## src/rtl/tdss_pkg.sv

```systemverilog
// ----------------------------------------------------------------------------
// tdss_pkg
// Shared types, codes and constants of the timed state sequencer.
// ----------------------------------------------------------------------------
package tdss_pkg;

	localparam int MAX_STATES = 16;
	localparam int STATE_W    = 4;
	localparam int CNT_W      = 5;
	localparam int TIME_W     = 32;
	localparam int DELAY_W    = 16;
	localparam int DELAY_US_W = 26;
	localparam int US_PER_MS  = 1000;
	localparam int DATA_W     = 32;
	localparam int ADDR_W     = 3;

	typedef enum logic [1:0] {
		OP_EXEC  = 2'd0,
		OP_BEGIN = 2'd1,
		OP_FORCE = 2'd2,
		OP_WRITE = 2'd3
	} op_t;

	typedef enum logic [2:0] {
		TM_NONE       = 3'd0,
		TM_TIMER      = 3'd1,
		TM_TIMER_COND = 3'd2,
		TM_FALSE_TMO  = 3'd3,
		TM_TRUE_TMO   = 3'd4
	} timer_mode_t;

	localparam logic REG_STATE_COUNT = 1'b0;
	localparam logic [CNT_W-1:0] STATE_COUNT_RST = CNT_W'(MAX_STATES);

	typedef struct packed {
		logic [STATE_W-1:0]    next_if_false;
		logic [STATE_W-1:0]    next_if_true;
		logic [2:0]            timer_mode;
		logic [DELAY_US_W-1:0] delay_us;
		logic                  has_condition;
		logic                  has_process;
		logic                  has_handler;
	} entry_t;

	localparam int ENTRY_W = $bits(entry_t);

	typedef struct packed {
		logic [STATE_W-1:0] current_state;
		logic [STATE_W-1:0] left_state;
		logic               exit_event;
		logic               moved;
		logic               is_exec;
		logic               process_now;
		logic               timed_out;
		logic               rejected;
	} step_t;

	function automatic logic [DELAY_US_W-1:0] ms_to_us(input logic [DELAY_W-1:0] ms);
		return DELAY_US_W'(ms) * DELAY_US_W'(US_PER_MS);
	endfunction

endpackage

```

## src/rtl/tdss_ram.sv

```systemverilog
// ----------------------------------------------------------------------------
// tdss_ram
// Generic single-write, single-read RAM with registered read data.
// ----------------------------------------------------------------------------
module tdss_ram #(
	parameter int WIDTH = 8,
	parameter int DEPTH = 16
) (
	input  logic                     clk,
	input  logic                     we,
	input  logic [$clog2(DEPTH)-1:0] waddr,
	input  logic [WIDTH-1:0]         wdata,
	input  logic                     re,
	input  logic [$clog2(DEPTH)-1:0] raddr,
	output logic [WIDTH-1:0]         rdata
);

	logic [WIDTH-1:0] mem_q [DEPTH];

	always_ff @(posedge clk) begin
		if (we) begin
			mem_q[waddr] <= wdata;
		end
		if (re) begin
			rdata <= mem_q[raddr];
		end
	end

endmodule

```

## src/rtl/tdss_ctrl.sv

```systemverilog
// ----------------------------------------------------------------------------
// tdss_ctrl
// Decision stage: holds the current state, entry time, timeout latch and a
// copy of the current table entry; decides each transaction and drives the
// table memory.
// ----------------------------------------------------------------------------
module tdss_ctrl (
	input  logic                           clk,
	input  logic                           arst_n,
	input  logic                           accept,
	input  logic [1:0]                     operation,
	input  logic [tdss_pkg::STATE_W-1:0]   state_index,
	input  logic [tdss_pkg::TIME_W-1:0]    now_us,
	input  logic                           condition,
	input  logic [tdss_pkg::STATE_W-1:0]   next_if_false,
	input  logic [tdss_pkg::STATE_W-1:0]   next_if_true,
	input  logic [2:0]                     timer_mode,
	input  logic [tdss_pkg::DELAY_W-1:0]   delay_ms,
	input  logic                           has_condition,
	input  logic                           has_process,
	input  logic                           has_handler,
	input  logic [tdss_pkg::CNT_W-1:0]     state_count,
	input  tdss_pkg::entry_t               rdata,
	output logic                           ram_we,
	output logic [tdss_pkg::STATE_W-1:0]   ram_waddr,
	output tdss_pkg::entry_t               ram_wdata,
	output logic                           ram_re,
	output logic [tdss_pkg::STATE_W-1:0]   ram_raddr,
	output tdss_pkg::step_t                step
);
	import tdss_pkg::*;

	logic [STATE_W-1:0] state_q;
	logic [TIME_W-1:0]  time_q;
	logic               latch_q;
	logic               fwd_q;
	entry_t             cur_q;

	entry_t             cur;
	entry_t             wentry;
	op_t                op;
	logic [CNT_W-1:0]   cnt;
	logic               rej;
	logic [TIME_W-1:0]  elapsed;
	logic               reached;
	logic               consult;
	logic               tmr;
	logic               go;
	logic [STATE_W-1:0] tgt;
	logic [STATE_W-1:0] nxt_state;
	logic [TIME_W-1:0]  nxt_time;
	logic               nxt_latch;
	logic               moved;
	logic               exit_ev;
	logic [STATE_W-1:0] left;
	logic               wr_hit;

	assign op  = op_t'(operation);
	assign cur = fwd_q ? rdata : cur_q;

	assign wentry.next_if_false = next_if_false;
	assign wentry.next_if_true  = next_if_true;
	assign wentry.timer_mode    = timer_mode;
	assign wentry.delay_us      = ms_to_us(delay_ms);
	assign wentry.has_condition = has_condition;
	assign wentry.has_process   = has_process;
	assign wentry.has_handler   = has_handler;

	always_comb begin
		if (state_count == '0) begin
			cnt = CNT_W'(1);
		end else if (state_count > CNT_W'(MAX_STATES)) begin
			cnt = CNT_W'(MAX_STATES);
		end else begin
			cnt = state_count;
		end
	end

	assign rej     = {1'b0, state_index} >= cnt;
	assign elapsed = now_us - time_q;
	assign reached = (cur.delay_us != '0) && (latch_q || (elapsed >= TIME_W'(cur.delay_us)));

	always_comb begin
		consult = 1'b0;
		go      = 1'b0;
		tgt     = cur.next_if_true;
		case (cur.timer_mode)
			TM_NONE: begin
				go  = cur.has_condition;
				tgt = condition ? cur.next_if_true : cur.next_if_false;
			end
			TM_TIMER: begin
				consult = 1'b1;
				go      = reached;
			end
			TM_TIMER_COND: begin
				consult = 1'b1;
				go      = reached && cur.has_condition;
				tgt     = condition ? cur.next_if_true : cur.next_if_false;
			end
			TM_FALSE_TMO: begin
				consult = 1'b1;
				go      = cur.has_condition && (condition || reached);
				tgt     = condition ? cur.next_if_true : cur.next_if_false;
			end
			TM_TRUE_TMO: begin
				consult = 1'b1;
				go      = cur.has_condition && (!condition || reached);
				tgt     = condition ? cur.next_if_true : cur.next_if_false;
			end
			default: begin
				consult = 1'b0;
			end
		endcase
	end

	assign tmr = consult && reached;

	always_comb begin
		nxt_state = state_q;
		nxt_time  = time_q;
		nxt_latch = latch_q;
		moved     = 1'b0;
		exit_ev   = 1'b0;
		ram_raddr = state_index;
		case (op)
			OP_BEGIN: begin
				if (!rej) begin
					moved = 1'b1;
				end
			end
			OP_FORCE: begin
				if (!rej && state_index != state_q) begin
					moved   = 1'b1;
					exit_ev = cur.has_handler;
				end
			end
			OP_EXEC: begin
				nxt_latch = latch_q | tmr;
				ram_raddr = tgt;
				if (go && tgt != state_q) begin
					moved   = 1'b1;
					exit_ev = cur.has_handler;
				end
			end
			default: begin
				moved = 1'b0;
			end
		endcase
		if (moved) begin
			nxt_state = ram_raddr;
			nxt_time  = now_us;
			nxt_latch = 1'b0;
		end
	end

	assign left   = exit_ev ? state_q : '0;
	assign wr_hit = (op == OP_WRITE) && (state_index == state_q);

	assign ram_we    = accept && (op == OP_WRITE);
	assign ram_waddr = state_index;
	assign ram_wdata = wentry;
	assign ram_re    = accept && moved;

	assign step.current_state = nxt_state;
	assign step.left_state    = left;
	assign step.exit_event    = exit_ev;
	assign step.moved         = moved;
	assign step.is_exec       = (op == OP_EXEC);
	assign step.process_now   = cur.has_process;
	assign step.timed_out     = nxt_latch;
	assign step.rejected      = rej && (op == OP_BEGIN || op == OP_FORCE);

	always_ff @(posedge clk or negedge arst_n) begin
		if (!arst_n) begin
			state_q <= '0;
			time_q  <= '0;
			latch_q <= 1'b0;
			fwd_q   <= 1'b0;
		end else begin
			fwd_q <= accept && moved;
			if (accept) begin
				state_q <= nxt_state;
				time_q  <= nxt_time;
				latch_q <= nxt_latch;
			end
		end
	end

	always_ff @(posedge clk) begin
		if (accept && wr_hit) begin
			cur_q <= wentry;
		end else begin
			cur_q <= cur;
		end
	end

endmodule

```

## src/rtl/tdss_out.sv

```systemverilog
// ----------------------------------------------------------------------------
// tdss_out
// Completion stage and output register: merges the handler and process flags
// read from the table into the result and holds it for the response channel.
// ----------------------------------------------------------------------------
module tdss_out (
	input  logic                         clk,
	input  logic                         arst_n,
	input  logic                         accept,
	input  tdss_pkg::step_t              step,
	input  tdss_pkg::entry_t             rdata,
	output logic                         req_ready,
	output logic                         rsp_valid,
	input  logic                         rsp_ready,
	output logic [tdss_pkg::STATE_W-1:0] current_state,
	output logic [tdss_pkg::STATE_W-1:0] left_state,
	output logic                         exit_event,
	output logic                         entry_event,
	output logic                         process_event,
	output logic                         timed_out,
	output logic                         rejected
);
	import tdss_pkg::*;

	logic  valid_s1;
	step_t step_s1;
	logic  adv;

	assign adv       = valid_s1 && (!rsp_valid || rsp_ready);
	assign req_ready = !valid_s1 || adv;

	always_ff @(posedge clk or negedge arst_n) begin
		if (!arst_n) begin
			valid_s1  <= 1'b0;
			rsp_valid <= 1'b0;
		end else begin
			if (accept) begin
				valid_s1 <= 1'b1;
			end else if (adv) begin
				valid_s1 <= 1'b0;
			end
			if (adv) begin
				rsp_valid <= 1'b1;
			end else if (rsp_ready) begin
				rsp_valid <= 1'b0;
			end
		end
	end

	always_ff @(posedge clk) begin
		if (accept) begin
			step_s1 <= step;
		end
		if (adv) begin
			current_state <= step_s1.current_state;
			left_state    <= step_s1.left_state;
			exit_event    <= step_s1.exit_event;
			entry_event   <= step_s1.moved && rdata.has_handler;
			process_event <= step_s1.is_exec &&
				(step_s1.moved ? rdata.has_process : step_s1.process_now);
			timed_out     <= step_s1.timed_out;
			rejected      <= step_s1.rejected;
		end
	end

endmodule

```

## src/rtl/table_driven_timed_state_sequencer.sv

```systemverilog
// ----------------------------------------------------------------------------
// table_driven_timed_state_sequencer
// Programmable state sequencer driven by a table of entries held in RAM.
//
//   channel  | handshake              | content
//   ---------+------------------------+---------------------------------------
//   request  | req_valid / req_ready  | operation, index, time, condition, entry
//   response | rsp_valid / rsp_ready  | state, exit/entry/process events, flags
//   config   | APB psel/penable       | state_count at byte address 0
//
// One transaction per cycle while the response is not stalled; an accepted
// transaction passes the completion stage and then the output register.
// A state change reads the new state's entry from the table RAM; the read data
// is forwarded to the decision of the next transaction in the following cycle.
// Reset clears state, entry time, timeout latch and pipeline valids; the table
// is not cleared and needs no sweep.
// A stalled response holds the output register and one more transaction in the
// completion stage, after which req_ready drops.
// ----------------------------------------------------------------------------
module table_driven_timed_state_sequencer (
	input  logic                          clk,
	input  logic                          arst_n,
	input  logic                          psel,
	input  logic                          penable,
	input  logic                          pwrite,
	input  logic [tdss_pkg::ADDR_W-1:0]   paddr,
	input  logic [tdss_pkg::DATA_W-1:0]   pwdata,
	output logic [tdss_pkg::DATA_W-1:0]   prdata,
	output logic                          pready,
	input  logic                          req_valid,
	output logic                          req_ready,
	input  logic [1:0]                    operation,
	input  logic [tdss_pkg::STATE_W-1:0]  state_index,
	input  logic [tdss_pkg::TIME_W-1:0]   now_us,
	input  logic                          condition,
	input  logic [tdss_pkg::STATE_W-1:0]  next_if_false,
	input  logic [tdss_pkg::STATE_W-1:0]  next_if_true,
	input  logic [2:0]                    timer_mode,
	input  logic [tdss_pkg::DELAY_W-1:0]  delay_ms,
	input  logic                          has_condition,
	input  logic                          has_process,
	input  logic                          has_handler,
	output logic                          rsp_valid,
	input  logic                          rsp_ready,
	output logic [tdss_pkg::STATE_W-1:0]  current_state,
	output logic [tdss_pkg::STATE_W-1:0]  left_state,
	output logic                          exit_event,
	output logic                          entry_event,
	output logic                          process_event,
	output logic                          timed_out,
	output logic                          rejected
);
	import tdss_pkg::*;

	logic [CNT_W-1:0]   state_count_q;
	logic               accept;
	logic               ram_we;
	logic [STATE_W-1:0] ram_waddr;
	entry_t             ram_wdata;
	logic               ram_re;
	logic [STATE_W-1:0] ram_raddr;
	logic [ENTRY_W-1:0] ram_rdata;
	entry_t             rdata;
	step_t              step;

	assign pready = 1'b1;
	assign prdata = (paddr[2] == REG_STATE_COUNT) ? DATA_W'(state_count_q) : '0;

	always_ff @(posedge clk or negedge arst_n) begin
		if (!arst_n) begin
			state_count_q <= STATE_COUNT_RST;
		end else if (psel && penable && pwrite && pready && paddr[2] == REG_STATE_COUNT) begin
			state_count_q <= pwdata[CNT_W-1:0];
		end
	end

	assign accept = req_valid && req_ready;
	assign rdata  = entry_t'(ram_rdata);

	tdss_ram #(
		.WIDTH(ENTRY_W),
		.DEPTH(MAX_STATES)
	) u_table (
		.clk  (clk),
		.we   (ram_we),
		.waddr(ram_waddr),
		.wdata(ENTRY_W'(ram_wdata)),
		.re   (ram_re),
		.raddr(ram_raddr),
		.rdata(ram_rdata)
	);

	tdss_ctrl u_ctrl (
		.clk          (clk),
		.arst_n       (arst_n),
		.accept       (accept),
		.operation    (operation),
		.state_index  (state_index),
		.now_us       (now_us),
		.condition    (condition),
		.next_if_false(next_if_false),
		.next_if_true (next_if_true),
		.timer_mode   (timer_mode),
		.delay_ms     (delay_ms),
		.has_condition(has_condition),
		.has_process  (has_process),
		.has_handler  (has_handler),
		.state_count  (state_count_q),
		.rdata        (rdata),
		.ram_we       (ram_we),
		.ram_waddr    (ram_waddr),
		.ram_wdata    (ram_wdata),
		.ram_re       (ram_re),
		.ram_raddr    (ram_raddr),
		.step         (step)
	);

	tdss_out u_out (
		.clk          (clk),
		.arst_n       (arst_n),
		.accept       (accept),
		.step         (step),
		.rdata        (rdata),
		.req_ready    (req_ready),
		.rsp_valid    (rsp_valid),
		.rsp_ready    (rsp_ready),
		.current_state(current_state),
		.left_state   (left_state),
		.exit_event   (exit_event),
		.entry_event  (entry_event),
		.process_event(process_event),
		.timed_out    (timed_out),
		.rejected     (rejected)
	);

endmodule
```

## config.mk

```make
export PLATFORM = sky130hd
export DESIGN_NAME = table_driven_timed_state_sequencer
export DESIGN_NICKNAME = d
export VERILOG_FILES = /design/src/rtl/tdss_pkg.sv /design/src/rtl/tdss_ram.sv /design/src/rtl/tdss_ctrl.sv /design/src/rtl/tdss_out.sv /design/src/rtl/table_driven_timed_state_sequencer.sv
export SDC_FILE = /design/constraint.sdc
export NUM_CORES = 1
export LEC_CHECK = 0
export BUFFER_PORTS_ARGS = -buffer_cell sky130_fd_sc_hd__buf_2
export CAP_MARGIN = 0
export CORE_UTILIZATION = 25
export CTS_BUF_LIST = sky130_fd_sc_hd__clkbuf_16
export CTS_CLUSTER_SIZE = 28
export DETAILED_ROUTE_END_ITERATION = 12
export PLACE_DENSITY = 0.47
export SLEW_MARGIN = 30
export SYNTH_ARGS = -nofsm -noshare
export SYNTH_HDL_FRONTEND = slang
export SYNTH_SLANG_ARGS = --single-unit
```

## constraint.sdc

```tcl
create_clock -name clk -period 11.05 [get_ports clk]
set_input_delay 2.21 -clock clk [delete_from_list [all_inputs] [get_ports clk]]
set_output_delay 2.21 -clock clk [all_outputs]
set_load 0.02 [all_outputs]
```

Word-level counts from Yosys, hierarchy flattened
Memories as Yosys holds them, arrays and structs flattened. A register that Yosys moved wholly into a read port is not among the register bits.
Index checks and enable logic that the tools add are counted.

word-level totals
  flip-flop bits (word level) = 152
  bits in writable memories = 592
  input bits = 111
  output and inout bits = 48
  logic and storage cells = 114
  memories = 1

memory list
  name           depth  bits a word  read ports  clocked after Yosys merged registers in  write ports  RTL line        text
  u_table.mem_q  16     37           1           1                                        1            tdss_ram.sv:18  logic [WIDTH-1:0] mem_q [DEPTH];

cells by class
  $add $sub $neg = 1
  $mul = 1
  order comparisons = 3
  equality and inequality tests = 10
  muxes and demuxes = 27
  bitwise gates (word level) = 2
  reduce and logical (&&, ||, !) cells = 38

operators by type and width
  operator                 number
  $mux W40                 2
  $ge A32 B26 Y1           1
  $sub A32 B32 Y32         1
  $reduce_bool A26 Y1      1
  $mul A16 B7 Y23 const B  1
  $logic_and A1 B1 Y1      19
  $mux W4                  4
  $mux W1                  15
  $mux W5                  3
  $ne A4 B4 Y1             2
  $reduce_or A4 Y1         2
  $eq A3 B2 Y1 const B     2
  $logic_or A1 B1 Y1       6
  $ge A4 B5 Y1             1
  $gt A5 B5 Y1 const B     1
  $logic_not A5 Y1         1
  $pmux W1 S5              1
  $eq A2 B2 Y1 const B     2
  $eq A4 B4 Y1             1
  $logic_not A1 Y1         4
  $reduce_bool A2 Y1       2
  $eq A3 B1 Y1 const B     1
  $eq A3 B3 Y1 const B     1
  $logic_not A3 Y1         1
  other kinds (7)          7

Longest topological paths before layout
Gate-level depths: netlist of run 1.

  word-level depth = 11
  gate-level depth with buffers = 25
  gate-level depth less buffers = 23

Modules after synthesis
A second synthesis of run 1 with hierarchy kept.

second synthesis, totals
  cell total of the unflattened synthesis = 2042
  area total of the unflattened synthesis = 35669.2 um^2

by module, submodules not included
  module                              instances  cells each  area each (um^2)  seq. area each (um^2)
  tdss_ram                            1          1040        25532.0           20419.6
  tdss_ctrl                           1          917         8743.4            1751.7
  tdss_out                            1          38          919.6             860.8
  table_driven_timed_state_sequencer  1          47          474.2             126.4

Worst setup path after synthesis of run 1
Ideal clock, no wire load.

  kind = input -> register
  start = input port rsp_ready
  end = memory u_table.mem_q[0][0] (netlist name), enable pin
  library setup time = 0.477 ns
  arrival = 6.244 ns
  data required time = 10.573 ns
  setup slack = 4.329 ns
  stages on the path = 6
  path buffers = 1
  cell sequence = nand3b_1 and2_1 clkbuf_1 nand2_1 or3_1 nor3_1

between the ends
  cells in the longest elaborated chain, start to end = 7

ends and longest elaborated chain
  element                        RTL line                                  text
  start: declaration             table_driven_timed_state_sequencer.sv:44  input logic rsp_ready,
  $logic_or A1 B1 Y1             tdss_out.sv:29                            assign adv = valid_s1 && (!rsp_valid || rsp_ready);
  $logic_and A1 B1 Y1            tdss_out.sv:29
  $logic_or A1 B1 Y1             tdss_out.sv:30                            assign req_ready = !valid_s1 || adv;
  $logic_and A1 B1 Y1            table_driven_timed_state_sequencer.sv:77  assign accept = req_valid && req_ready;
  via accept                     table_driven_timed_state_sequencer.sv:56  logic accept;
  $logic_and A1 B1 Y1            tdss_ctrl.sv:160                          assign ram_we = accept && (op == OP_WRITE);
  $mux W1                        tdss_ram.sv:21                            if (we) begin
  $mux W1 (not written as such)  tdss_ram.sv:22                            mem_q[waddr] <= wdata;
  end: declaration               tdss_ram.sv:18

The timed path passes the listed nets, and every way through them passes these cells.

Worst setup path after layout of run 1
  start = input port now_us[0] (netlist name)
  end = register u_ctrl.time_q[25]

between the ends
  cells in the longest elaborated chain, start to end = 11
  elaborated cells on any way between the ends = 14
  those cells by class = add/sub (1); order compare (1); mux (3); reduce/logical (9)

ends and longest elaborated chain
  element                                 RTL line                                  text
  start: declaration                      table_driven_timed_state_sequencer.sv:34  input logic [tdss_pkg::TIME_W-1:0] now_us,
  $sub A32 B32 Y32 *                      tdss_ctrl.sv:80                           assign elapsed = now_us - time_q;
  $ge A32 B26 Y1 *                        tdss_ctrl.sv:81                           assign reached = (cur.delay_us != '0) && (latch_q || (elapsed >= TIME_W'(cur.delay_us)));
  $logic_or A1 B1 Y1 *                    tdss_ctrl.sv:81
  $logic_and A1 B1 Y1 *                   tdss_ctrl.sv:81
  $logic_or A1 B1 Y1 (on tied branches)   tdss_ctrl.sv:108, tdss_ctrl.sv:103
  $logic_and A1 B1 Y1 (on tied branches)  tdss_ctrl.sv:108, tdss_ctrl.sv:103
  $pmux W1 S5 *                           tdss_ctrl.sv:87                           case (cur.timer_mode)
  $logic_and A1 B1 Y1 *                   tdss_ctrl.sv:141                          if (go && tgt != state_q) begin
  $mux W1 *                               tdss_ctrl.sv:141
  $pmux W1 S3 *                           tdss_ctrl.sv:126                          case (op)
  $reduce_and A2 Y1 (no source line) *    n/a
  end signal: assignment                  tdss_ctrl.sv:184                          time_q <= nxt_time;
  end: declaration                        tdss_ctrl.sv:34                           logic [TIME_W-1:0] time_q;

Mark *: on every way between the ends. The rest lies on a longest branch, timed or not.
A chain may end at the register's enable or synchronous reset.

==> results of run 1 <==
## layer usage
metal  share of wire, %  GRT usage (%)
met1                 50           18.9
met2                 44           20.1
met3                4.7           1.90
met4                1.7           3.22
met5              0.063              0
## registers in the layout, summed over array words and instances, names as in the netlist, 4 cells and up
name and count:
u_out.step_s1 14, u_table.mem_q 592, u_table.rdata 37, u_out.current_state 4, u_ctrl.state_q 4, u_ctrl.cur_q 40, state_count_q 5, u_out.left_state 4
u_ctrl.time_q 32
## placed cells by master, fill, tap and decap left out, types with 42 or more instances in the layout
cell       Yosys  layout
clkbuf_16      0      82
a21oi_1       85      83
nand2_1      639     639
nand3_1      311     310
a311oi_1      74      74
inv_1        116     136
edfxtp_1     656     656
dfrtp_1       44      43
a31oi_1       47      47
nor2_1        75      63
fa_1          55      55
ha_1         119     119
and3_1        42      42
buf_4         31      55
buf_2          4     102
## layout make-up
type,count,area [um2]
diodes,2,5.00
clock buffers,82,2050
clock inverters,70,489
fillers,14000,97500
inverters,116,435
multi-input cells,1854,12100
flip-flops and latches,741,21600
well taps,1794,2240
repair buffers,162,1030
## through the flow
stage          worst slack, ps  hold slack [ps]  power, W
6_report                  3920              421    0.0106
5_1_grt                   3440              420    0.0112
4_1_cts                   3880              418    0.0106
3_5_place_dp              3200              408   0.00801
3_3_place_gp              3210              405   0.00798
2_1_floorplan             4330              400   0.00662
## worst max-delay path by stage
| stage | slack (ps) | endpoint | startpoint | cells past startpoint |
|---|---|---|---|---|
| after global routing | 3440 | u_ctrl.time_q[25] | now_us[0] | 26 |
| after detailed placement | 3200 | u_ctrl.time_q[25] | now_us[0] | 26 |
| after global placement | 3210 | u_ctrl.time_q[30] | now_us[0] | 26 |
| final | 3920 | u_ctrl.time_q[25] | now_us[0] | 26 |
| after floorplan | 4330 | u_table.mem_q[0][0] | rsp_ready | 6 |
| after CTS | 3880 | u_ctrl.time_q[2] | now_us[0] | 26 |
## kinds of logic after synthesis
| family | after synthesis |
|---|---|
| other | 2 |
| AND/OR/NAND/NOR | 1170 |
| flip-flops | 741 |
| AO/OA/AOI/OAI | 333 |
| multiplexers | 97 |
| adder cells (fa/ha/maj) | 174 |
| XOR/XNOR | 52 |
| buffers and inverters | 295 |
## critical path: stages
cell and delay (ps):
buf_2 110, inv_1 40, ha_1 190, inv_1 70, fa_1 240, a211oi_1 110
o21ai_1 290, nand4_1 170, o21ai_0 300, nand2_1 120, o21ai_0 170, a21oi_1 100
xnor2_1 180, ha_1 320, o21ai_0 90, o21a_1 170, o21ai_0 150, a211oi_1 90
o21a_1 150, o31ai_2 90, nor4_4 110, a31o_2 310, a21oi_4 110, buf_4 580
buf_4 720, mux2_2 410
## power breakdown
group	internal, W	leakage (nW)	switching (W)
Combinational	0.00134	6.57	0.00256
Sequential	0.00398	6.80	0.0000966
Clock	0.00149	1.32	0.00111
Total	0.00681	14.7	0.00376
==> flow_summary_export.csv, run 1 <==
group,metric,value,unit
min_path,whs_endpoint,"u_out.exit_event",
finish,fin_util,29.1,%
synthesis,synth.distinct_cells,78,
placed_design,dpl-instance-area,37400,um2
global_routing,antenna_found_initial,5,
synthesis,async_flop_share,6.07,%
placed_design,dp.final_hpwl,49500,um
status,status,"finished clean",
clocking,post_cts_resized,0,
floorplan,io_pins,159,
route,wl_per_cell,19.1,um
finish,drive_above_1_share,12.7,%
timing,tns,0,ps
clocking,clockBufferDepth,3,
timing,rsz0062_at_grt,"false",
min_path,min_from,"u_out.step_s1[5]",
finish,final_area,40000,um2
route,ant_nets,0,
timing,slew_headroom,37.3,%
critical_path,worstPathArrival,7650,ps
route,routed_wl,92100,um
clocking,clock_latency,640,ps
timing,hold_violations,0,
synthesis,netlist_instances,2864,
min_path,hold_depth,0,
synthesis,synth_compound_area_share,6.88,%
clocking,hold_buffers,0,
clocking,clock-sinks,741,
critical_path,ff2ff_path_depth,24,
finish,stdcell_count,4821,
global_routing,grt-ovfl-total,0,
timing,finalCritPeriodShare,64.5,%
floorplan,rows,136,
floorplan,dieArea,140000,um2
critical_path,rrSetupSlack,5270,ps
global_routing,grt_pass1_wl,139000,um
floorplan,die_w,374,um
route,vias,21900,
critical_path,crit_fanout,41,
synthesis,yosysSeqAreaShare,62.5,%
synthesis,synth-xor-area-share,1.32,%
synthesis,synth.area.top_cells,"edfxtp_1, nand2_1, nand3_1, ha_1, dfrtp_1",
route,via_per_inst,4.55,
floorplan,core_area,137000,um2
min_path,hold_path_class,"reg2reg",
route,firstDrtPassIters,5,
timing,min_period,7130,ps
synthesis,synth.most_common_cell,"edfxtp_1",
synthesis,synth-simple-area-share,14.9,%
global_routing,track_usage,13.0,%
placed_design,place_congestion,0.754,
timing,setup_viol,0,
clocking,cts_tree,"built",
critical_path,start_kind,"input port",
critical_path,required,11570,ps
pwr,power.leakage,14.7,nW
synthesis,synth_top_family_by_area,"simple AND/OR/NAND/NOR gates",
timing,tightest_slew,935,ps
job,maxCapViolCount,0,
floorplan,start_util,25.2,%
synthesis,yosys_most_used_dff,"edfxtp_1",
global_routing,grt_max_degree,124,
synthesis,synth_top_area_cell,"edfxtp_1",
clocking,cts-root-buf,"clkbuf_16",
finish,nets,3242,
synthesis,synth_fa_ha_area_share,7.48,%
synthesis,synthMuxAreaShare,3.29,%
clocking,htreeDepth,3,
critical_path,cp-end-kind,"flop",
clocking,cts_setup_buffers,0,
clocking,cts_buffers,82,
route,dr.first_iter.drc_count,1429,
floorplan,fp.dieH,374,um
timing,timing.fmax,140,MHz
critical_path,rr_startpoint,"u_ctrl.time_q[0]",
synthesis,ys_ff_latch,741,
critical_path,r2r_end,"u_ctrl.time_q[25]",
route,drc,0,
synthesis,syn_area_per_cell,12.1,um2
pwr,worst_ir_drop_vdd,0.197,mV
timing,drv_slew,0,
synthesis,synth-edff-count,656,
synthesis,synth_area,34600,um2
synthesis,yosysWarningCount,0,
synthesis,synthDominantCellAreaShare,56.9,%
placed_design,portBuffers,101,
pwr,p_per_area,264,nW/um2
timing,final.setup_skew,32.5,ps
synthesis,ys_top_cells_by_count,"edfxtp_1, nand2_1, nand3_1",
global_routing,grt_pass1_vias,21300,
finish,area.growth.synth_to_final,15.5,%
clocking,clk_pin_slew_worst_paths,60,ps
placed_design,dp.cells,4667,
critical_path,critical_path_class,"in2reg",
Power figures use the tool's default switching activity.
==> run 2: changes to the inputs <==
Settings changed: PLACE_DENSITY 0.47 to 0.49.
Clock period 11.05 ns to 6 ns, I/O delays scaled along.
==> run 2 against run 1 <==
Compared with the run above: setup slack worse by 3400 ps; via count up 2.7%; critical path type unchanged; utilization up 0.34 points.
==> flow_summary_export.csv, run 2 (same netlist as run 1, synthesis figures left out) <==
group,metric,value,unit
global_routing,grt_pass1_vias,22000,
critical_path,worstPathArrival,5880,ps
clocking,clk_pin_slew_worst_paths,60,ps
critical_path,rrSetupSlack,1060,ps
finish,final_area,40500,um2
route,vias,22500,
finish,fill_cells,14000,
pwr,power.leakage,15.0,nW
clocking,htreeDepth,3,
clocking,clock_latency,650,ps
critical_path,start_kind,"input port",
route,firstDrtPassIters,5,
pwr,combPwrFrac,38.8,%
finish,register_area,21600,um2
floorplan,rows,136,
floorplan,dieArea,140000,um2
global_routing,grt_max_degree,118,
floorplan,start_util,25.2,%
route,drc,0,
finish,top_regs,"u_table.mem_q (592), u_ctrl.cur_q (40), u_table.rdata (37)",
placed_design,dp.cells,4720,
timing,setup_viol,0,
finish,max_flop_register,"u_table.mem_q",
route,via_per_inst,4.62,
global_routing,grt_pass1_wl,142000,um
timing,setup_ws,557,ps
timing,timing.fmax,184,MHz
clocking,hold_buffers,0,
finish,largest_reg_flops,592,
pwr,net-switching-power,0.00716,W
timing,slew_headroom,33.8,%
finish,final_cell_mix,"edfxtp_1, nand2_1, nand3_1, inv_1, ha_1",
timing,min_period,5440,ps
pwr,switching_share,35.9,%
timing,final.setup_skew,38.4,ps
critical_path,required,6430,ps
placed_design,dp.final_hpwl,55500,um
critical_path,critical_path_class,"in2reg",
critical_path,rr_startpoint,"u_ctrl.time_q[0]",
pwr,worst_ir_drop_vdd,0.478,mV
critical_path,worstSetupEndpoint,"u_table.mem_q[6][25]",
critical_path,crit_start,"delay_ms[4]",
global_routing,track_usage,13.3,%
timing,finalCritPeriodShare,90.7,%
job,maxCapViolCount,0,
route,wl_per_cell,19.3,um
finish,drive_above_1_share,13.9,%
floorplan,io_pins,159,
critical_path,crit_fanout,16,
clocking,clock-sinks,741,
floorplan,core_area,137000,um2
timing,hold_violations,0,
timing,tightest_slew,966,ps
route,routed_wl,94200,um
clocking,clockBufferDepth,3,
placed_design,dpl-instance-area,38000,um2
timing,drv_slew,0,
floorplan,die_w,374,um
finish,fin_util,29.4,%
placed_design,portBuffers,101,
global_routing,grt-ovfl-total,0,
clocking,cts_buffers,81,
global_routing,antenna_found_initial,5,
clocking,cts_tree,"built",
route,ant_nets,0,
pwr,power_frac_seq,37.6,%
pwr,internal_power,0.0128,W
status,status,"finished clean",
finish,final_common_cell,"edfxtp_1",
clocking,post_cts_resized,0,
finish,multiInputGateArea,12000,um2
pwr,clkPwrFrac,23.6,%
min_path,hold_depth,0,
finish,stdcell_count,4874,
critical_path,r2r_end,"u_ctrl.time_q[22]",
placed_design,dp_slack,-181,ps
timing,rsz0062_at_grt,"false",
placed_design,place_congestion,0.768,
route,dr.first_iter.drc_count,1950,
finish,nets,3294,
finish,area.growth.synth_to_final,16.9,%
clocking,cts_setup_buffers,0,
clocking,cts-root-buf,"clkbuf_16",
pwr,p_per_area,492,nW/um2
min_path,hold_path_class,"reg2reg",
critical_path,cp-end-kind,"flop",
critical_path,ff2ff_path_depth,23,
floorplan,fp.dieH,374,um
## run 2: cell types whose count changed in the layout (fill, tap and decap cells not counted), sizes merged
cell,delta
bufinv,-4
clkinv,+3
buf,+53
inv,+4
clkinvlp,-3
## run 2: cell type report
type                            count  share of cell area [%]
Clock inverter                     70                    1.08
Sequential cell                   741                    53.4
Tap cell                         1794                    5.55
Multi-Input combinational cell   1854                    29.7
Clock buffer                       82                    5.07
Inverter                          116                    1.08
Timing Repair Buffer              215                    4.04
Antenna cell                        2                  0.0124
## run 2: per-layer routing
| metal | vias up | wire, um | track usage (%) |
|---|---|---|---|
| met4 | 2 | 1780 | 3.08 |
| met2 | 601 | 40700 | 20.1 |
| li1 | 10600 | - | - |
| met1 | 11200 | 46600 | 19.8 |
| met5 | - | 12 | 0 |
| met3 | 113 | 5160 | 1.83 |
## run 2: metrics by stage
step | power [W] | hold slack (ps) | TNS (ps)
after floorplan | 0.0122 | 400 | 0
after global placement | 0.0153 | 405 | -1130
after detailed placement | 0.0154 | 411 | -2890
after CTS | 0.0201 | 422 | 0
after global routing | 0.0211 | 433 | 0
final | 0.0199 | 419 | 0
## run 2: worst min-delay path by stage
stage	start	to	slack [ps]
after floorplan	u_out.step_s1[10]	u_out.current_state[0]	400
after global routing	u_out.step_s1[6]	u_out.left_state[0]	430
after CTS	u_out.step_s1[12]	u_out.current_state[2]	420
after detailed placement	u_out.step_s1[8]	u_out.left_state[2]	410
final	u_out.step_s1[12]	u_out.current_state[2]	420
after global placement	u_out.step_s1[1]	u_out.timed_out	400
## run 2: worst max-delay path, cell delays in order
cell	delay, ps
buf_2	130
buf_4	140
fa_1	480
inv_1	60
fa_1	500
inv_1	50
fa_1	410
fa_1	400
ha_1	320
a21o_1	190
a21oi_1	140
nor2b_1	70
or3_1	320
o211ai_1	220
a31o_2	200
o21ai_0	120
o41ai_1	520
or2_2	380
## run 2: power groups by stage
stage                     combinational [W]  sequential (W)  clock (W)
after floorplan                     0.00460         0.00758          0
after global placement              0.00770         0.00759          0
after detailed placement            0.00776         0.00760          0
after CTS                           0.00780         0.00749    0.00481
after global routing                0.00858         0.00754    0.00497
final                               0.00773         0.00749    0.00470
